**src/hdl/isct_pkg.sv**
```systemverilog
// Shared types and constants of the interval sequence countdown timer.
`default_nettype none

package isct_pkg;

    // Sizing of the timer
    localparam int MAX_INTERVALS    = 4;
    localparam int TIME_BITS        = 17;
    localparam int INTERVAL_REGS    = 4;
    localparam int DEFAULT_INTERVAL = 1500;

    // Field widths of the ports
    localparam int CFG_INDEX_W = 3;
    localparam int CFG_DATA_W  = 17;
    localparam int DUR_W       = 17;
    localparam int ELAPSED_W   = 17;
    localparam int UP_W        = 32;
    localparam int LOOPNO_W    = 9;
    localparam int ACTION_W    = 4;
    localparam int EVENT_W     = 3;
    localparam int COUNT_W     = 3;
    localparam int LOOPS_W     = 8;

    typedef logic [TIME_BITS-1:0] time_t;

    // Configuration register indexes
    localparam logic [CFG_INDEX_W-1:0] CFG_INTERVAL_0   = 3'd0;
    localparam logic [CFG_INDEX_W-1:0] CFG_INTERVAL_1   = 3'd1;
    localparam logic [CFG_INDEX_W-1:0] CFG_INTERVAL_2   = 3'd2;
    localparam logic [CFG_INDEX_W-1:0] CFG_INTERVAL_3   = 3'd3;
    localparam logic [CFG_INDEX_W-1:0] CFG_INTERVAL_CNT = 3'd4;
    localparam logic [CFG_INDEX_W-1:0] CFG_LOOP_CNT     = 3'd5;
    localparam logic [CFG_INDEX_W-1:0] CFG_TIMEOUT_ACT  = 3'd6;

    // Timeout action codes; each but ACT_NONE changes the timer
    localparam logic [ACTION_W-1:0] ACT_NONE     = 4'd0;
    localparam logic [ACTION_W-1:0] ACT_SLEEP    = 4'd3;
    localparam logic [ACTION_W-1:0] ACT_SHUTDOWN = 4'd4;
    localparam logic [ACTION_W-1:0] ACT_RESTART  = 4'd5;
    localparam logic [ACTION_W-1:0] ACT_SHOW     = 4'd6;
    localparam logic [ACTION_W-1:0] ACT_COUNT_UP = 4'd7;

    typedef enum logic [1:0] {
        MODE_HALTED = 2'd0,
        MODE_CLOCK  = 2'd1,
        MODE_DOWN   = 2'd2,
        MODE_UP     = 2'd3
    } mode_t;

    typedef enum logic [1:0] {
        OP_TICK    = 2'd0,
        OP_DOWN    = 2'd1,
        OP_SESSION = 2'd2,
        OP_UP      = 2'd3
    } op_t;

    typedef enum logic [EVENT_W-1:0] {
        EV_NONE     = 3'd0,
        EV_COUNTED  = 3'd1,
        EV_NEXT     = 3'd2,
        EV_LOOP     = 3'd3,
        EV_DONE     = 3'd4,
        EV_TIMEOUT  = 3'd5
    } event_t;

    // One result beat
    typedef struct packed {
        event_t                event_res;
        logic [ACTION_W-1:0]   action;
        logic [ELAPSED_W-1:0]  countdown_elapsed;
        logic [UP_W-1:0]       countup_elapsed;
        logic [LOOPNO_W-1:0]   loop_number;
        mode_t                 timer_mode;
    } result_t;

endpackage

`default_nettype wire

```
**src/hdl/interval_sequence_countdown_timer.sv**
```systemverilog
// An accepted beat passes the input register, then the result register, to reach the result port;
// throughput is one beat per cycle while the skid entry is empty, set by the combinational
// update of the timer state between those two registers.
// A two-entry result buffer lets input beats keep flowing while a result waits.
// Reset (aresetn low, synchronous) halts the timer, clears all counters and the
// session, and loads the interval table and settings with their defaults.
`default_nettype none

module interval_sequence_countdown_timer
    import isct_pkg::*;
(
    input  wire logic                   aclk,
    input  wire logic                   aresetn,

    input  wire logic                   cfg_valid,
    output logic                        cfg_ready,
    input  wire logic [CFG_INDEX_W-1:0] cfg_index,
    input  wire logic [CFG_DATA_W-1:0]  cfg_data,

    input  wire logic                   s_valid,
    output logic                        s_ready,
    input  wire logic [1:0]             s_op,
    input  wire logic [DUR_W-1:0]       s_duration,
    input  wire logic                   s_paused,

    output logic                        m_valid,
    input  wire logic                   m_ready,
    output logic [EVENT_W-1:0]          m_event_res,
    output logic [ACTION_W-1:0]         m_action,
    output logic [ELAPSED_W-1:0]        m_countdown_elapsed,
    output logic [UP_W-1:0]             m_countup_elapsed,
    output logic [LOOPNO_W-1:0]         m_loop_number,
    output logic [1:0]                  m_timer_mode
);

    localparam logic [COUNT_W-1:0] MAX_USED = COUNT_W'(MAX_INTERVALS);

    // Configuration registers
    logic [CFG_DATA_W-1:0] interval_reg [INTERVAL_REGS];
    logic [COUNT_W-1:0]    interval_count_reg;
    logic [LOOPS_W-1:0]    loop_count_reg;
    logic [ACTION_W-1:0]   timeout_action_reg;

    // Timer state
    mode_t                 mode_reg, mode_next;
    time_t                 total_reg, total_next;
    time_t                 down_reg, down_next;
    logic                  seen_reg, seen_next;
    logic [UP_W-1:0]       up_reg, up_next;
    logic                  session_reg, session_next;
    logic [COUNT_W-1:0]    seq_reg, seq_next;
    logic [LOOPS_W-1:0]    loops_reg, loops_next;

    // Input stage
    logic                  in_valid_reg;
    op_t                   in_op_reg;
    logic [DUR_W-1:0]      in_dur_reg;
    logic                  in_paused_reg;

    // Result buffer
    logic                  out_valid_reg, out_valid_next;
    result_t               out_reg, out_next;
    logic                  skid_valid_reg, skid_valid_next;
    result_t               skid_reg, skid_next;

    logic                  advance;
    logic                  pop;
    result_t               res;
    logic [COUNT_W-1:0]    used;
    logic                  entry_hit;
    time_t                 down_inc;
    logic [COUNT_W-1:0]    seq_inc;
    logic [LOOPS_W-1:0]    loops_inc;

    assign cfg_ready = 1'b1;
    assign advance   = in_valid_reg && !skid_valid_reg;
    assign s_ready   = !in_valid_reg || advance;
    assign pop       = out_valid_reg && m_ready;

    // Write configuration registers
    always_ff @(posedge aclk) begin
        if (!aresetn) begin
            interval_reg[0]    <= CFG_DATA_W'(1500);
            interval_reg[1]    <= CFG_DATA_W'(300);
            interval_reg[2]    <= CFG_DATA_W'(1500);
            interval_reg[3]    <= CFG_DATA_W'(900);
            interval_count_reg <= COUNT_W'(1);
            loop_count_reg     <= LOOPS_W'(1);
            timeout_action_reg <= ACT_NONE;
        end else if (cfg_valid && cfg_ready) begin
            unique case (cfg_index)
                CFG_INTERVAL_0:   interval_reg[0]    <= cfg_data;
                CFG_INTERVAL_1:   interval_reg[1]    <= cfg_data;
                CFG_INTERVAL_2:   interval_reg[2]    <= cfg_data;
                CFG_INTERVAL_3:   interval_reg[3]    <= cfg_data;
                CFG_INTERVAL_CNT: interval_count_reg <= cfg_data[COUNT_W-1:0];
                CFG_LOOP_CNT:     loop_count_reg     <= cfg_data[LOOPS_W-1:0];
                CFG_TIMEOUT_ACT:  timeout_action_reg <= cfg_data[ACTION_W-1:0];
                default: ;
            endcase
        end
    end

    // Capture the input beat
    always_ff @(posedge aclk) begin
        if (!aresetn) begin
            in_valid_reg <= 1'b0;
        end else if (s_ready) begin
            in_valid_reg <= s_valid;
        end
        if (s_valid && s_ready) begin
            in_op_reg     <= op_t'(s_op);
            in_dur_reg    <= s_duration;
            in_paused_reg <= s_paused;
        end
    end

    // Table lookup helpers for the current interval
    assign used      = (interval_count_reg > MAX_USED) ? MAX_USED : interval_count_reg;
    assign entry_hit = (seq_reg < used) && (seq_reg < COUNT_W'(INTERVAL_REGS)) &&
                       (total_reg == TIME_BITS'(interval_reg[seq_reg[1:0]]));
    assign down_inc = down_reg + TIME_BITS'(1);
    assign seq_inc  = seq_reg + COUNT_W'(1);
    assign loops_inc = loops_reg + LOOPS_W'(1);

    // Apply one beat to the timer state
    always_comb begin
        mode_next    = mode_reg;
        total_next   = total_reg;
        down_next    = down_reg;
        seen_next    = seen_reg;
        up_next      = up_reg;
        session_next = session_reg;
        seq_next     = seq_reg;
        loops_next   = loops_reg;
        res.event_res   = EV_NONE;
        res.action      = ACT_NONE;
        res.loop_number = '0;

        case (in_op_reg)
            OP_DOWN: begin
                total_next = TIME_BITS'(in_dur_reg);
                down_next  = '0;
                seen_next  = 1'b0;
                mode_next  = MODE_DOWN;
            end
            OP_SESSION: begin
                session_next = 1'b1;
                seq_next     = '0;
                loops_next   = '0;
                total_next   = (interval_count_reg != '0) ? TIME_BITS'(interval_reg[0])
                                                          : TIME_BITS'(DEFAULT_INTERVAL);
                down_next    = '0;
                seen_next    = 1'b0;
                mode_next    = MODE_DOWN;
            end
            OP_UP: begin
                mode_next = MODE_UP;
                up_next   = '0;
            end
            default: begin
                if (!in_paused_reg && mode_reg == MODE_UP) begin
                    up_next       = up_reg + UP_W'(1);
                    res.event_res = EV_COUNTED;
                end else if (!in_paused_reg && mode_reg == MODE_DOWN &&
                             down_reg < total_reg) begin
                    down_next = down_inc;
                    if (down_inc < total_reg || seen_reg) begin
                        res.event_res = EV_COUNTED;
                    end else if (session_reg && used != '0 && entry_hit) begin
                        // Interval finished inside a session: advance the table, or end the session after the last loop
                        if (seq_inc >= used) begin
                            seq_next   = '0;
                            loops_next = loops_inc;
                        end else begin
                            seq_next = seq_inc;
                        end
                        if (seq_inc >= used && loops_inc >= loop_count_reg) begin
                            down_next     = '0;
                            seen_next     = 1'b0;
                            total_next    = '0;
                            session_next  = 1'b0;
                            mode_next     = MODE_HALTED;
                            res.event_res = EV_DONE;
                        end else begin
                            total_next = (seq_inc >= used) ? TIME_BITS'(interval_reg[0])
                                       : TIME_BITS'(interval_reg[seq_inc[1:0]]);
                            down_next  = '0;
                            seen_next  = 1'b0;
                            if (seq_inc >= used && loops_inc != '0) begin
                                res.loop_number = LOOPNO_W'(loops_inc) + LOOPNO_W'(1);
                                res.event_res   = EV_LOOP;
                            end else begin
                                res.event_res = EV_NEXT;
                            end
                        end
                    end else begin
                        // Plain timeout: report the action, drop a stale session
                        seen_next     = 1'b1;
                        res.action    = timeout_action_reg;
                        res.event_res = EV_TIMEOUT;
                        if (session_reg && !entry_hit) begin
                            session_next = 1'b0;
                            seq_next     = '0;
                            loops_next   = '0;
                        end
                        case (timeout_action_reg) inside
                            ACT_SLEEP, ACT_SHUTDOWN, ACT_RESTART: begin
                                total_next = '0;
                                down_next  = '0;
                                mode_next  = MODE_HALTED;
                            end
                            ACT_SHOW: begin
                                mode_next = MODE_CLOCK;
                            end
                            ACT_COUNT_UP: begin
                                mode_next = MODE_UP;
                                up_next   = '0;
                                seen_next = 1'b0;
                            end
                            default: ;
                        endcase
                    end
                end
            end
        endcase

        res.countdown_elapsed = ELAPSED_W'(down_next);
        res.countup_elapsed   = up_next;
        res.timer_mode        = mode_next;
    end

    // Hold the timer state
    always_ff @(posedge aclk) begin
        if (!aresetn) begin
            mode_reg    <= MODE_HALTED;
            total_reg   <= '0;
            down_reg    <= '0;
            seen_reg    <= 1'b0;
            up_reg      <= '0;
            session_reg <= 1'b0;
            seq_reg     <= '0;
            loops_reg   <= '0;
        end else if (advance) begin
            mode_reg    <= mode_next;
            total_reg   <= total_next;
            down_reg    <= down_next;
            seen_reg    <= seen_next;
            up_reg      <= up_next;
            session_reg <= session_next;
            seq_reg     <= seq_next;
            loops_reg   <= loops_next;
        end
    end

    // Steer results through the output register and its skid entry
    always_comb begin
        out_valid_next  = out_valid_reg;
        out_next        = out_reg;
        skid_valid_next = skid_valid_reg;
        skid_next       = skid_reg;
        if (pop || !out_valid_reg) begin
            if (skid_valid_reg) begin
                out_valid_next  = 1'b1;
                out_next        = skid_reg;
                skid_valid_next = advance;
                skid_next       = res;
            end else begin
                out_valid_next = advance;
                out_next       = res;
            end
        end else if (advance) begin
            skid_valid_next = 1'b1;
            skid_next       = res;
        end
    end

    always_ff @(posedge aclk) begin
        if (!aresetn) begin
            out_valid_reg  <= 1'b0;
            skid_valid_reg <= 1'b0;
        end else begin
            out_valid_reg  <= out_valid_next;
            skid_valid_reg <= skid_valid_next;
        end
        out_reg  <= out_next;
        skid_reg <= skid_next;
    end

    assign m_valid             = out_valid_reg;
    assign m_event_res         = out_reg.event_res;
    assign m_action            = out_reg.action;
    assign m_countdown_elapsed = out_reg.countdown_elapsed;
    assign m_countup_elapsed   = out_reg.countup_elapsed;
    assign m_loop_number       = out_reg.loop_number;
    assign m_timer_mode        = out_reg.timer_mode;

`ifndef NO_ASSERTIONS
    // The skid entry only fills behind a waiting result
    a_skid_behind_out: assert property (@(posedge aclk) disable iff (!aresetn)
        skid_valid_reg |-> out_valid_reg)
        else $error("skid entry valid without output register");

    // A finished session always leaves the timer halted
    a_done_halts: assert property (@(posedge aclk) disable iff (!aresetn)
        (m_valid && m_event_res == EV_DONE) |-> (m_timer_mode == MODE_HALTED))
        else $error("session complete without halt");

    // An action is reported only with a timeout
    a_action_timeout: assert property (@(posedge aclk) disable iff (!aresetn)
        (m_valid && m_event_res != EV_TIMEOUT) |-> (m_action == ACT_NONE))
        else $error("action outside timeout");

    // A loop number comes with a new loop and only then
    a_loop_number: assert property (@(posedge aclk) disable iff (!aresetn)
        m_valid |-> ((m_event_res == EV_LOOP) == (m_loop_number != '0)))
        else $error("loop number mismatch");

    // The table position never runs past MAX_USED
    a_seq_range: assert property (@(posedge aclk) disable iff (!aresetn)
        seq_reg <= MAX_USED)
        else $error("sequence index out of range");
`endif

endmodule

`default_nettype wire
```
**config.mk**
```make
export PLATFORM = sky130hd
export DESIGN_NAME = interval_sequence_countdown_timer
export DESIGN_NICKNAME = d
export VERILOG_FILES = /design/src/hdl/isct_pkg.sv /design/src/hdl/interval_sequence_countdown_timer.sv
export SDC_FILE = /design/constraint.sdc
export NUM_CORES = 1
export LEC_CHECK = 0
export ABC_AREA = 1
export BUFFER_PORTS_ARGS = -buffer_cell sky130_fd_sc_hd__clkbuf_2
export CAP_MARGIN = 10
export CELL_PAD_IN_SITES_DETAIL_PLACEMENT = 0
export CELL_PAD_IN_SITES_GLOBAL_PLACEMENT = 1
export CORE_MARGIN = 1.5
export CORE_UTILIZATION = 42
export CTS_BUF_LIST = sky130_fd_sc_hd__clkbuf_4 sky130_fd_sc_hd__clkbuf_8 sky130_fd_sc_hd__clkbuf_16
export CTS_CLUSTER_SIZE = 16
export DETAILED_ROUTE_END_ITERATION = 8
export GPL_ROUTABILITY_DRIVEN = 0
export GPL_TIMING_DRIVEN = 0
export HOLD_SLACK_MARGIN = 0.15
export PLACE_DENSITY = 0.89
export SETUP_SLACK_MARGIN = 0.05
export SYNTH_ARGS = -nofsm -noshare
export SYNTH_HDL_FRONTEND = slang
export SYNTH_SLANG_ARGS = --single-unit
```
**constraint.sdc**
```tcl
create_clock -name aclk -period 6.5 [get_ports aclk]
set_clock_uncertainty 0.2 [all_clocks]
set_input_delay 1.3 -clock aclk [delete_from_list [all_inputs] [get_ports aclk]]
set_output_delay 1.3 -clock aclk [all_outputs]
set_load 0.005 [all_outputs]
```
==> results.yml, run 1 <==
status:
  outcome: "finished clean"
synth:
  synth.net_count: 2336
  synth.ff_latch_count: 323
  netlist_area_um2: 17600
  asyncSetResetFlopFracSynth: 0
  synth_edf_count: 222
  synth_warnings: 0
  cells_after_synthesis: 2234
  synthFlopType: "sky130_fd_sc_hd__edfxtp_1"
  synth_area_per_cell_um2: 7.89
  ys_seq_area_frac: 0.493
  yosys_cell_types: 48
worst_setup_path:
  critical_path.n_buffers_inverters: 5
  criticalPathCategory: "register to register"
  cp_data_arrival_time_ps: 4620
  slowest_stage: "sky130_fd_sc_hd__buf_1"
  endpoint_kind: "register"
  crit_path_max_fanout: 10
  critical-path-max-stage-delay_ps: 510
  crit_path_frequent_cell: "sky130_fd_sc_hd__nand2_1"
  cp_cell_sequence: "clkbuf_1 -> inv_1 -> clkbuf_1 -> buf_1 -> ha_1 -> nand3b_1 -> nand2_1 -> nor2_1 -> nand2_1 -> nor2_1 -> nand2_1 -> nor2_4 -> nand4_4 -> nand3_4 -> buf_4 -> nand3_1 -> a31oi_1"
  critical_path_required_ps: 6620
  critical-path-top-delay-family: "simple AND/OR/NAND/NOR gates"
  start_kind: "register"
floorplan:
  floorplan.core_area_um2: 41100
  pin_count: 115
  site_row_count: 74
  die_h_um: 208
  die-width_um: 208
  total_die_area_um2: 43200
  initial_utilization: 0.429
cts:
  clock_insertion_delay_worst_skew_ps: 560
  clock_tree_from_tritoncts: "yes"
  cts-root-to-sink-buffers: 3
  h-tree-depth: 2
  hold_buffers: 0
  cts_resized: 0
  post_cts_buffers: 0
  clock-sinks: 323
  cts_root_buf: "sky130_fd_sc_hd__clkbuf_16"
  number_of_clock_buffers_inserted_by_tritoncts: 37
  clkTransAtPathRegs_ps: 60
place:
  io_buffers: 113
  placement.cell_area_um2: 19000
  dp_worst_setup_slack_ps: 2170
  dp_hpwl_mm: 36.5
  placedCellCount: 2883
sta:
  setup_tns_ps: 0
  timing_hold_violations_final: 0
  final_max_slew_viol_count: 0
  layout_setup_ws_ps: 2000
  max_frequency_ghz: 0.222
  final.hold.worst_slack_ps: 268
  final_setup_fails: 0
  fin_crit_sh: 0.692
  grt_setup_unrepaired: "false"
  slew-limit-headroom: 0.394
  timing_worst_slew_pin_value_ps: 903
  fin_crit_ps: 4500
finish:
  area.sequential_um2: 8690
  finish.utilization: 0.491
  diodes: 0
  stdcell_area_um2: 20200
  areaGrowthSynthToFinish_pct: 14.5
  layout_cells_excl_fill: 2950
  finish.net_count: 2492
  layout.filler_cells: 4001
  max_reg_flops: 68
  multi_input_comb_area_um2: 7540
  final_layout_size_suffix_gt1_frac: 0.103
global_routing:
  grt-ovfl-total: 0
  groute.usage.overall: 0.222
  grt_start_max_net_pins: 48
  grt_antenna_before_repair: 0
  first_global_vias: 14200
  grt_pass1_wl_mm: 76.4
pwr:
  sequentialPowerShare: 0.473
  irDropWorstVdd_uv: 231
  power.density_cell_area_nw_per_um2: 249
  relative_contribution_of_the_clock_network_to_total_power: 0.422
  power.combinational.fraction: 0.105
  internal_power_mw: 3.76
  swShare: 0.251
  power.leakage_nw: 9.26
  switching_power_mw: 1.26
  totalPowerFinal_mw: 5.03
routing:
  drc: 0
  detailroute.via_count: 15100
  drt-wirelength-per-cell_um: 16.3
  drt_wl_total_mm: 48.0
  postRouteAntennaNets: 0
  drt_pre_antenna_iters: 5
  drt_iter0_markers: 1198
  route.detailed.vias_per_inst: 5.11
flow_run:
  max_cap_violations: 0
min_path:
  hold_class: "register to register"
[placed cells by master (no fill, tap or decap), drive strengths merged]
cell type    n
nor4         1
a21oi      141
xnor2        2
o2111ai      1
a31oi       17
o21ai      109
xor2        26
o31ai        8
nand3b       3
or2          2
o22ai        3
dfxtp      101
o21a         1
clkinv      13
conb         1
nor2       238
a211oi       7
nand3      152
o21bai       4
a22o         5
nor3        34
nand2      722
mux2         1
edfxtp     222
nand4       23
o211ai       2
buf         38
clkinvlp     2
inv        259
a221oi       2
clkbuf     216
bufinv       4
ha          57
a21o         1
[final cells by class]
type,instances,area share
clock buffer,49,0.0509
sequential,323,0.430
inverter,260,0.0487
tap,532,0.0330
timing repair buffer,117,0.0317
multi-input combinational,1563,0.374
buffer,88,0.0217
clock inverter,18,0.0101
[cells in the mapped netlist, types with 3 or more instances]
master                     count  share of area
sky130_fd_sc_hd__a22o_1        5         0.0025
sky130_fd_sc_hd__nand4_1      21         0.0074
sky130_fd_sc_hd__o21bai_2      4         0.0026
sky130_fd_sc_hd__nor2_2        3         0.0011
sky130_fd_sc_hd__buf_1        12         0.0026
sky130_fd_sc_hd__nand2_1     710           0.15
sky130_fd_sc_hd__a31oi_1      17         0.0060
sky130_fd_sc_hd__nor2_4        5         0.0032
sky130_fd_sc_hd__dfxtp_1     101           0.11
sky130_fd_sc_hd__nor3_2        9         0.0051
sky130_fd_sc_hd__xor2_1       26          0.013
sky130_fd_sc_hd__nor3_1       25         0.0071
sky130_fd_sc_hd__buf_6        10         0.0064
sky130_fd_sc_hd__ha_1         57          0.040
sky130_fd_sc_hd__o31ai_1       8         0.0034
sky130_fd_sc_hd__inv_1       253          0.054
sky130_fd_sc_hd__clkbuf_1     54          0.011
sky130_fd_sc_hd__nand2_4       4         0.0026
sky130_fd_sc_hd__edfxtp_1    222           0.38
sky130_fd_sc_hd__clkinv_1      4        0.00085
sky130_fd_sc_hd__a21oi_1     141          0.040
sky130_fd_sc_hd__o21ai_1      19         0.0054
sky130_fd_sc_hd__a211oi_1      7         0.0030
sky130_fd_sc_hd__o22ai_1       3         0.0011
sky130_fd_sc_hd__nand2_2       8         0.0028
sky130_fd_sc_hd__nor2_1      230          0.049
sky130_fd_sc_hd__o21ai_0      89          0.025
sky130_fd_sc_hd__buf_4         7         0.0030
sky130_fd_sc_hd__buf_2         5         0.0014
sky130_fd_sc_hd__nand3_1     151          0.043
[power by group through the flow]
stage / Combinational (mW) / Sequential [mW] / Clock, mW
floorplan: 0.350 / 2.40 / 0
global placement: 0.512 / 2.42 / 0
detailed placement: 0.528 / 2.42 / 0
CTS: 0.531 / 2.37 / 2.16
global route: 0.601 / 2.39 / 2.23
finish: 0.530 / 2.38 / 2.12
[cells by family (layout without fill, tap and decap cells)]
logic type,Yosys count,in the layout,share of synthesized area
other,1,1,0.000213
muxes,1,1,0.000638
DFF,323,323,0.493
AOI/OAI and AO/OA,301,301,0.0929
adders and majority gates,57,57,0.0404
buffers and inverters,348,532,0.0806
and+or+nand+nor,1175,1175,0.279
xor gates and xnor gates,28,28,0.0139
[layer usage]
| metal | vias up | share of wire | global-route usage |
|---|---|---|---|
| met2 | 409 | 0.47 | 0.369 |
| met5 | - | 0 | 0 |
| met4 | 0 | 0.031 | 0.0838 |
| li1 | 7620 | - | - |
| met1 | 6961 | 0.46 | 0.295 |
| met3 | 86 | 0.047 | 0.0272 |
[worst min-delay path, cell delays in order, from the launching register on]
cell                      delay, ps
sky130_fd_sc_hd__dfxtp_1        310
sky130_fd_sc_hd__nand2_1         60
sky130_fd_sc_hd__a21oi_1         50
[worst paths after layout]
check	startpoint	end	slack [ps]	depth (start not counted)
worst max-delay path	seq_reg[0]$_SDFFE_PN0P_	m_countup_elapsed[31]$_DFFE_PN_	2000	17
worst min-delay path	loops_reg[7]$_SDFFE_PN0P_	loops_reg[7]$_SDFFE_PN0P_	270	2
worst max register to register	seq_reg[0]$_SDFFE_PN0P_	m_countup_elapsed[31]$_DFFE_PN_	2000	17
worst min register to register	loops_reg[7]$_SDFFE_PN0P_	loops_reg[7]$_SDFFE_PN0P_	270	2
(Power assumes the default switching activity.)
==> run 2: changes to the inputs <==
==> constraint.sdc (replaced) <==
create_clock -name aclk -period 4.1 [get_ports aclk]
set_clock_uncertainty 0.2 [all_clocks]
set_input_delay 0.82 -clock aclk [delete_from_list [all_inputs] [get_ports aclk]]
set_output_delay 0.82 -clock aclk [all_outputs]
set_load 0.005 [all_outputs]
==> run 2 against run 1 <==
Against the previous run:
- routed wire length rose by 1.8%
- via count is 1.3% higher
- clock power is 56% higher
- die area did not move
- final area increased by 1.1%
- first-iteration DRC count increased by 7.8%
- setup slack worse by 1800 ps
- combinational power is 64% higher
- final cell count is 0.37% higher
- sequential power increased by 58%
- utilization rose by 0.53 points
- worst hold slack got worse by 33 ps
- highest routed layer unchanged
==> results.yml, run 2 (synthesis results as in run 1) <==
finish:
  layout_common_cells: "706 x sky130_fd_sc_hd__nand2_1, 250 x sky130_fd_sc_hd__inv_1, 224 x sky130_fd_sc_hd__nor2_1, 222 x sky130_fd_sc_hd__edfxtp_1, 149 x sky130_fd_sc_hd__nand3_1"
  final_layout_size_suffix_gt1_frac: 0.118
  finish.net_count: 2503
  stdcell_area_um2: 20400
  mostFrequentLayoutCell: "sky130_fd_sc_hd__nand2_1"
  areaGrowthSynthToFinish_pct: 15.7
  diodes: 0
  layout.filler_cells: 3933
  finish.utilization: 0.496
  max_reg_flops: 68
cts:
  clock-sinks: 323
  clock_insertion_delay_worst_skew_ps: 560
  number_of_clock_buffers_inserted_by_tritoncts: 36
  cts-root-to-sink-buffers: 3
  clkTransAtPathRegs_ps: 60
  clock_tree_from_tritoncts: "yes"
  cts_root_buf: "sky130_fd_sc_hd__clkbuf_16"
  h-tree-depth: 2
floorplan:
  die_h_um: 208
  pin_count: 115
  site_row_count: 74
  initial_utilization: 0.429
  total_die_area_um2: 43200
  floorplan.core_area_um2: 41100
  die-width_um: 208
flow_run:
  max_cap_violations: 0
worst_setup_path:
  cp_data_arrival_time_ps: 4110
  endpoint_kind: "register"
  critical-path-max-stage-delay_ps: 380
  critical_path_required_ps: 4290
  crit_path_frequent_cell: "sky130_fd_sc_hd__nand2_1"
  cp_cell_sequence: "ha_4 -> nand2_1 -> nor2_2 -> nand3_2 -> nor2_2 -> nand4_1 -> nor3_2 -> xor2_1 -> ha_1 -> nand2_1 -> inv_1 -> nor2_2 -> o21a_1 -> nand2_1 -> nor2_1 -> nand2_1 -> nand2_2 -> nor2_4 -> nand3_4 -> buf_4 -> nand3_1 -> a31oi_4"
  crit_path_max_fanout: 10
  start_kind: "register"
  criticalPathCategory: "register to register"
  slowest_stage: "sky130_fd_sc_hd__dfxtp_4"
routing:
  drt-wirelength-per-cell_um: 16.5
  drt_pre_antenna_iters: 6
  detailroute.via_count: 15300
  drc: 0
  drt_wl_total_mm: 48.8
  drt_iter0_markers: 1292
  route.detailed.vias_per_inst: 5.16
  postRouteAntennaNets: 0
global_routing:
  grt_use_met3: 0.0388
  groute.usage.overall: 0.226
  grt_pass1_wl_mm: 77.7
  first_global_vias: 14700
  globalRouteMet1Util: 0.294
  grt_start_max_net_pins: 48
  global_route.usage.met2: 0.372
  grt_antenna_before_repair: 0
  grt-ovfl-total: 0
  grt_busiest_layer: "met2"
sta:
  fin_crit_sh: 0.956
  max_frequency_ghz: 0.255
  final_setup_fails: 0
  fin_crit_ps: 3920
  timing_hold_violations_final: 0
  final.hold.worst_slack_ps: 235
  timing_worst_slew_pin_value_ps: 915
  slew-limit-headroom: 0.385
  final_max_slew_viol_count: 0
pwr:
  power.leakage_nw: 9.31
  power.combinational.fraction: 0.109
  switching_power_mw: 2.04
  irDropWorstVdd_uv: 284
  sequentialPowerShare: 0.475
  relative_contribution_of_the_clock_network_to_total_power: 0.416
  internal_power_mw: 5.89
  power.density_cell_area_nw_per_um2: 389
  swShare: 0.257
status:
  outcome: "finished clean"
place:
  dp_hpwl_mm: 36.6
  io_buffers: 113
  placement.cell_area_um2: 19000
min_path:
  hold_class: "input port to register"
## run 2: cell types whose count changed in the layout (fill, tap and decap cells not counted), sizes merged
cell    change
buf        +12
bufinv      -1
clkinv      +1
inv         -1
## run 2: path summary, 6_finish.rpt
path | from | to | slack, ps | cells past startpoint
worst max-delay path | down_reg[0]$_SDFFE_PN0P_ | m_countup_elapsed[31]$_DFFE_PN_ | 180 | 22
worst min register to register | loops_reg[7]$_SDFFE_PN0P_ | loops_reg[7]$_SDFFE_PN0P_ | 270 | 2
worst min-delay path | s_duration[4] | in_dur_reg[4]$_DFFE_PP_ | 230 | 1
worst max register to register | down_reg[0]$_SDFFE_PN0P_ | m_countup_elapsed[31]$_DFFE_PN_ | 180 | 22
## run 2: final cells by class
class,count,area (um2),share of cell area
Multi-Input combinational cell,1563,7660,0.375
Clock buffer,49,1010,0.0495
Clock inverter,17,195,0.00956
Tap cell,532,666,0.0326
Buffer,87,439,0.0215
Timing Repair Buffer,130,757,0.0371
Sequential cell,323,8700,0.426
Inverter,260,983,0.0482
## run 2: per-layer routing
layer,part of all wire,wire [um]
met4,0.038,1840
met2,0.46,22400
met5,0,0
met3,0.069,3350
met1,0.43,21200
## run 2: per-stage QoR
stage | total power, mW | setup WS (ps) | cells | TNS (ps)
after floorplan | 4.36 | 555 | 2234 | 0
after global placement | 4.64 | -274 | 2879 | -21490
after detailed placement | 4.67 | -225 | 2883 | -5580
after CTS | 7.97 | 41.8 | 2953 | 0
after global routing | 8.24 | -2.08 | 2961 | -2.08
final | 7.93 | 179 | 2961 | 0
## run 2: worst max-delay path, delay by kind of cell, from the launching register on
kind,cells,cell delay [ps]
adders and majority gates,2,440
and+or+nand+nor,15,1780
xor gates and xnor gates,1,270
AOI/OAI and AO/OA,2,390
DFF,1,380
buffers and inverters,2,290
## run 2: power groups by stage
stage	Combinational, mW	Clock [mW]	Sequential, mW
4_1_cts	0.845	3.36	3.76
2_1_floorplan	0.554	0	3.80
3_5_place_dp	0.838	0	3.83
5_1_grt	0.979	3.48	3.78
6_report	0.867	3.30	3.77
3_3_place_gp	0.810	0	3.83
## run 2: what timing repair did
item | 4_1_cts | 5_1_grt
resized for setup | 9 | 29
setup endpoints to repair | 141 | 198
hold buffers | 0 | 0
pin swaps | 2 | 17
cloned | 0 | 2
setup buffers | 4 | 7
